===== src/rtl/hse_pkg.sv =====
`default_nettype none

package hse_pkg;

    typedef enum logic [3:0] {
        ST_LOAD,
        ST_BLD_RD,
        ST_BLD_LD,
        ST_SIFT_RD,
        ST_SIFT_CMP,
        ST_EXT_RD,
        ST_EXT_SWAP,
        ST_OUT_RD,
        ST_OUT_LD,
        ST_OUT_HOLD
    } hse_state_t;

    typedef enum logic [1:0] {
        RD_NODE,
        RD_CHILD,
        RD_ROOT_END,
        RD_OUT
    } rd_mode_t;

    typedef struct packed {
        logic     load_key;
        logic     start_sort;
        logic     rd_en;
        rd_mode_t rd_mode;
        logic     node_load;
        logic     sift_step;
        logic     i_dec;
        logic     i_total;
        logic     i_clear;
        logic     i_inc;
        logic     ext_swap;
        logic     out_load;
        logic     set_clear;
    } hse_cmd_t;

    typedef struct packed {
        logic single;
        logic stop;
        logic i_one;
        logic i_two;
        logic final_item;
    } hse_stat_t;

endpackage

`default_nettype wire


===== src/rtl/hse_ctrl.sv =====
`default_nettype none

module hse_ctrl (
    input  wire logic               aclk,
    input  wire logic               aresetn,
    input  wire logic               s_tvalid,
    input  wire logic               s_tlast,
    output logic                    s_tready,
    output logic                    m_tvalid,
    input  wire logic               m_tready,
    input  wire hse_pkg::hse_stat_t stat,
    output hse_pkg::hse_cmd_t       cmd
);
    import hse_pkg::*;

    hse_state_t state_reg, state_next;
    logic       ext_reg, ext_next;

    always_ff @(posedge aclk) begin
        if (!aresetn) begin
            state_reg <= ST_LOAD;
            ext_reg   <= 1'b0;
        end else begin
            state_reg <= state_next;
            ext_reg   <= ext_next;
        end
    end

    always_comb begin
        state_next = state_reg;
        ext_next   = ext_reg;
        unique case (state_reg)
            ST_LOAD: begin
                ext_next = 1'b0;
                if (s_tvalid && s_tlast) begin
                    state_next = stat.single ? ST_OUT_RD : ST_BLD_RD;
                end
            end
            ST_BLD_RD:   state_next = ST_BLD_LD;
            ST_BLD_LD:   state_next = ST_SIFT_RD;
            ST_SIFT_RD:  state_next = ST_SIFT_CMP;
            ST_SIFT_CMP: begin
                if (!stat.stop) begin
                    state_next = ST_SIFT_RD;
                end else if (!ext_reg) begin
                    if (stat.i_one) begin
                        ext_next   = 1'b1;
                        state_next = ST_EXT_RD;
                    end else begin
                        state_next = ST_BLD_RD;
                    end
                end else begin
                    state_next = stat.i_two ? ST_OUT_RD : ST_EXT_RD;
                end
            end
            ST_EXT_RD:   state_next = ST_EXT_SWAP;
            ST_EXT_SWAP: state_next = ST_SIFT_RD;
            ST_OUT_RD:   state_next = ST_OUT_LD;
            ST_OUT_LD:   state_next = ST_OUT_HOLD;
            ST_OUT_HOLD: begin
                if (m_tready) begin
                    state_next = stat.final_item ? ST_LOAD : ST_OUT_RD;
                end
            end
            default:     state_next = ST_LOAD;
        endcase
    end

    always_comb begin
        cmd      = '0;
        s_tready = 1'b0;
        m_tvalid = 1'b0;
        unique case (state_reg)
            ST_LOAD: begin
                s_tready = 1'b1;
                if (s_tvalid) begin
                    cmd.load_key   = 1'b1;
                    cmd.start_sort = s_tlast;
                end
            end
            ST_BLD_RD: begin
                cmd.rd_en   = 1'b1;
                cmd.rd_mode = RD_NODE;
            end
            ST_BLD_LD:   cmd.node_load = 1'b1;
            ST_SIFT_RD: begin
                cmd.rd_en   = 1'b1;
                cmd.rd_mode = RD_CHILD;
            end
            ST_SIFT_CMP: begin
                cmd.sift_step = 1'b1;
                if (stat.stop) begin
                    if (!ext_reg) begin
                        cmd.i_total = stat.i_one;
                        cmd.i_dec   = !stat.i_one;
                    end else begin
                        cmd.i_clear = stat.i_two;
                        cmd.i_dec   = !stat.i_two;
                    end
                end
            end
            ST_EXT_RD: begin
                cmd.rd_en   = 1'b1;
                cmd.rd_mode = RD_ROOT_END;
            end
            ST_EXT_SWAP: cmd.ext_swap = 1'b1;
            ST_OUT_RD: begin
                cmd.rd_en   = 1'b1;
                cmd.rd_mode = RD_OUT;
            end
            ST_OUT_LD:   cmd.out_load = 1'b1;
            ST_OUT_HOLD: begin
                m_tvalid = 1'b1;
                if (m_tready) begin
                    cmd.set_clear = stat.final_item;
                    cmd.i_inc     = !stat.final_item;
                end
            end
            default: begin
                cmd = '0;
            end
        endcase
    end

endmodule

`default_nettype wire


===== config.mk =====
export PLATFORM = sky130hd
export DESIGN_NAME = hse_ctrl
export DESIGN_NICKNAME = d
export VERILOG_FILES = /design/src/rtl/hse_pkg.sv /design/src/rtl/hse_ctrl.sv
export SDC_FILE = /design/constraint.sdc
export NUM_CORES = 1
export LEC_CHECK = 0
export ABC_AREA = 1
export BUFFER_PORTS_ARGS = -buffer_cell sky130_fd_sc_hd__buf_4
export CORE_AREA = 2 2 39 41
export CTS_CLUSTER_DIAMETER = 80
export CTS_CLUSTER_SIZE = 24
export DETAILED_ROUTE_END_ITERATION = 12
export DIE_AREA = 0 0 41 43
export HOLD_SLACK_MARGIN = 0.02
export PLACE_DENSITY = 0.63
export SLEW_MARGIN = 20
export SYNTH_ARGS = -nofsm -noshare
export SYNTH_HDL_FRONTEND = slang
export SYNTH_SLANG_ARGS = --single-unit

===== constraint.sdc =====
create_clock -name aclk -period 1.3 [get_ports aclk]
set_clock_uncertainty 0.2 [all_clocks]
set_input_delay 0.195 -clock aclk [delete_from_list [all_inputs] [get_ports aclk]]
set_output_delay 0.195 -clock aclk [all_outputs]
set_load 0.02 [all_outputs]

Yosys cells after proc, flatten, opt, wreduce, memory -nomap -nowiden
Index checks and enable logic that the tools add are counted.
{"block": "totals", "input_bits": 10, "ff_bits": 5, "wordCells": 53, "out_inout_bits": 16}
{"block": "op_classes", "eq_ne": 12, "mux": 30, "reduce_logical": 9}
{"op": "$pmux W4 S9", "count": 1}
{"op": "$mux W4", "count": 5}
{"op": "$eq A4 B3 Y1 const B", "count": 4}
{"op": "$mux W1", "count": 15}
{"op": "$mux W3", "count": 4}
{"op": "$pmux W3 S4", "count": 1}
{"op": "$eq A4 B2 Y1 const B", "count": 2}
{"op": "$eq A4 B4 Y1 const B", "count": 2}
{"op": "$mux W2", "count": 3}
{"op": "$ne A2 B2 Y1 const B", "count": 3}
{"op": "$eq A4 B1 Y1 const B", "count": 1}
{"op": "$logic_not A4 Y1", "count": 1}
{"op": "$reduce_and A2 Y1", "count": 2}
{"op": "$logic_not A1 Y1", "count": 3}
{"op": "$pmux W1 S2", "count": 1}
{"op": "$reduce_bool A2 Y1", "count": 1}
{"op": "$reduce_or A2 Y1", "count": 1}
{"op": "$logic_and A1 B1 Y1", "count": 1}

Longest topological paths before layout
{"block": "logic_depth", "word_depth": 4, "depth_mapped": 8, "depth_no_buf": 8}

Least setup slack after synthesis
No wires, ideal clock.
{"block": "synth_path", "kind": "register to output", "startpoint": "register state_reg[0]", "endpoint": "output cmd[12] (netlist bit)", "path_slack_ps": -433, "path_buffers": 0, "t_arrival_ps": 1338, "stages_incl_launch_ff": 6, "required_time_ps": 905, "path_cell_list": "dfxtp_1 > inv_1 > nand2_1 > nor2_1 > inv_1 > nor2_1"}
{"item": "start, declared", "line": "hse_ctrl.sv:16", "source": "hse_state_t state_reg, state_next;"}
{"item": "start signal, assigned", "line": "hse_ctrl.sv:24", "source": "state_reg <= state_next;"}
{"item": "end, declared", "line": "hse_ctrl.sv:12", "source": "output hse_pkg::hse_cmd_t cmd"}

==> impl_results.md <==
- Status: finished, violations left
- Failing checks: negative setup slack
- Number of max-cap violations: 0
- Power density cells: roughly 1900 nW/um2
- CTS max path bufs: 2
- IO Pins: 26
- Fin nets: 146
- Setup slack after layout: -272.5 ps
- Worst Path Required: around 900 ps
- Setup crit end kind: output pin
- Tmin final: ~1600 ps
- Worst hold slack: 59.09 ps
- Placed Area: slightly below 900 um2
- Initial core utilization: 0.3309
- Ys Warns: 0
- Post-Synthesis Cells: 83
- Crit-path max cell delay: 390 ps
- CP Max Fanout: 4
- Critical Path, Cell by Cell: inv_6, nor2_4, nand2_2, nor3_4, buf_6
- Mapped Avg Cell Area: 5.517 um2
- Core area: 1384 um2
- Clock-pin slew on the worst setup and hold paths: 40 ps
- Total iterations of the first detailed-routing run: 4
- GRT overflow: 0
- Share of cells above drive strength 1: 0.6815
- Via count: 733
- Slew Viols, Final: 0
- Final worst-path cycle share: 1.210
- Reg power frac: 0.146
- Finished Cell Area: around 1100 um2
- Via density per instance: 4.854
- DR DRC count: 0
- RePlAce Congestion: 0.8896
- Largest net degree at the start of global routing: 6
- DIE WIDTH: a little over 40 um
- CTS sink cnt: 5
- Synth cell types: 15
- Comb pwr share: 0.771
- Worst skew pair latency: between 200 and 250 ps
- Initial antenna violation count: 0
- Synth-to-layout area growth: 142.6%
- Synth Net Count: 93
- Max Fclk: around 640 MHz
- Initial detailed-routing violation count: 12
- Most frequent cells in the layout: 32 x buf_4, 16 x buf_6, 13 x nor2_4, 13 x nand2_1, 10 x inv_1
- Worst-Margin Slew: between 150 and 200 ps
- Worst rel slew slack: 0.8677
- Leakage power: roughly 0.57 nW
- Area leader, netlist: dfxtp_1
- Num CTS Buffers: 3
- DIE AREA: 1763 um2
- Max reg flops: 4
- Pint: 0.001132 W
- DRT antenna net count: 0
- VDD IR max: 0.8850 mV
- I/O Buffers: 25
- CP Class: reg2out
- First-pass GRT wire length: 2918 um
- Most common cell after layout, fill and taps aside: buf_4
- Non-filler cells, final: 151
- R2R setup slack: -110 ps
- Total GRT Usage: 0.2394
- Chip Height: 43 um
- Post-synthesis register bit count: 5
- Top post-synthesis cells by area: dfxtp_1 22%, nand2_1 15%, nor2_1 15%
- Dpl hpwl: 1332 um
- Net Sw Power: about 0.0010 W
- Synth top area share: 0.2186
- Cell Area, Synth: 457.9 um2
- H-tree depth: 1
- CTS tree: done
- Final core occ: 0.8029
- Worst path slowest cell: dfxtp_4
- Cell row count: 14
- N_diodes: 0
- Seq/Total Area, Yosys: 0.2186
- Final Routed Wirelength: 1815 um
- Number of global-route vias before repair: 770
- CP startpoint kind: flip-flop
- Clock network fraction of total power: 0.084
- Arr. time, crit path: around 1200 ps
- Clk root buf: clkbuf_4
- WP buf/inv: 2
- Power, Total: between 0.002 and 0.0025 W
- Average wire per standard cell: 12.02 um
- Crit path max-delay family: flip-flops
- Cell count after placement: between 100 and 150
- RSZ-0062 raised after global routing: true
- Setup Viol. Count Final: 21
- Hold violation count in the final report: 0
- Sw Ratio: 0.4690
- Worst hold path class: in2reg
-- through the flow --
step / worst slack [ps] / TNS (ps)
3_3_place_gp: -56.72 / -264.2
2_1_floorplan: -69.95 / -363.0
4_1_cts: -269.9 / -3754
3_5_place_dp: -72.08 / -325.0
6_report: -272.5 / -3710
5_1_grt: -331.6 / -4918
-- repair_timing --
action / in CTS / in global routing
setup buffers: 9 / 2
gates resized for setup: 31 / 7
pin swaps: 16 / 12
hold buffers: 0 / 0
setup endpoints to repair: 20 / 21
-- synth_stat cells --
library cell,count
o21ai_0,1
dfxtp_1,5
nor2_2,3
inv_2,4
nor3_1,3
nand4_1,1
nand3_4,1
a21oi_1,3
nand2_2,2
a31oi_1,1
inv_1,13
nand3_1,8
nor2_1,18
nand2_1,18
nor2_4,2
-- final timing paths --
path | startpoint | to | cells past startpoint
hold reg to reg | ext_reg$_SDFFE_PN0P_ | ext_reg$_SDFFE_PN0P_ | 2
setup reg to reg | state_reg[3]$_SDFFE_PN0P_ | state_reg[0]$_SDFFE_PN0P_ | 7
hold / removal | aresetn | state_reg[1]$_SDFFE_PN0P_ | 3
setup / recovery | state_reg[3]$_SDFFE_PN0P_ | cmd[0] | 5
-- power groups by stage --
stage / Sequential, W / Clock, W / Combinational (W)
floorplan: 0.000285 / 0 / 0.000735
global placement: 0.000290 / 0 / 0.00126
CTS: 0.000291 / 0.000186 / 0.00158
detailed placement: 0.000291 / 0 / 0.00127
finish: 0.000310 / 0.000178 / 0.00164
global route: 0.000315 / 0.000198 / 0.00176
-- worst reg2reg max path, cell delays in order (launching register included) --
cell     delay [ps]
dfxtp_4         390
inv_6            50
buf_4           130
buf_4           130
o21ai_1         170
nand3_2          90
nand2_1          70
a21oi_1          60
-- routing by layer --
layer	vias up	track usage	wire length (um)
met2	27	0.4688	1066
li1	362	-	-
met4	0	0.08000	29
met5	-	0	0
met1	340	0.2201	637
met3	4	0.04188	81
-- logic make-up after synthesis --
| group | Yosys count | synth area share |
|---|---|---|
| buf+inv | 17 | 0.1393 |
| simple gates | 56 | 0.5847 |
| flops | 5 | 0.2186 |
| compound gates | 5 | 0.05737 |
-- cell type report --
| type | instances | area [um2] |
|---|---|---|
| Multi-Input combinational cell | 61 | 447.9 |
| Timing Repair Buffer | 48 | 420.4 |
| Fill cell | 93 | 272.8 |
| Sequential cell | 5 | 115.1 |
| Inverter | 17 | 81.33 |
| Clock buffer | 4 | 26.28 |
| Tap cell | 16 | 20.02 |
(Power assumes the default switching activity.)
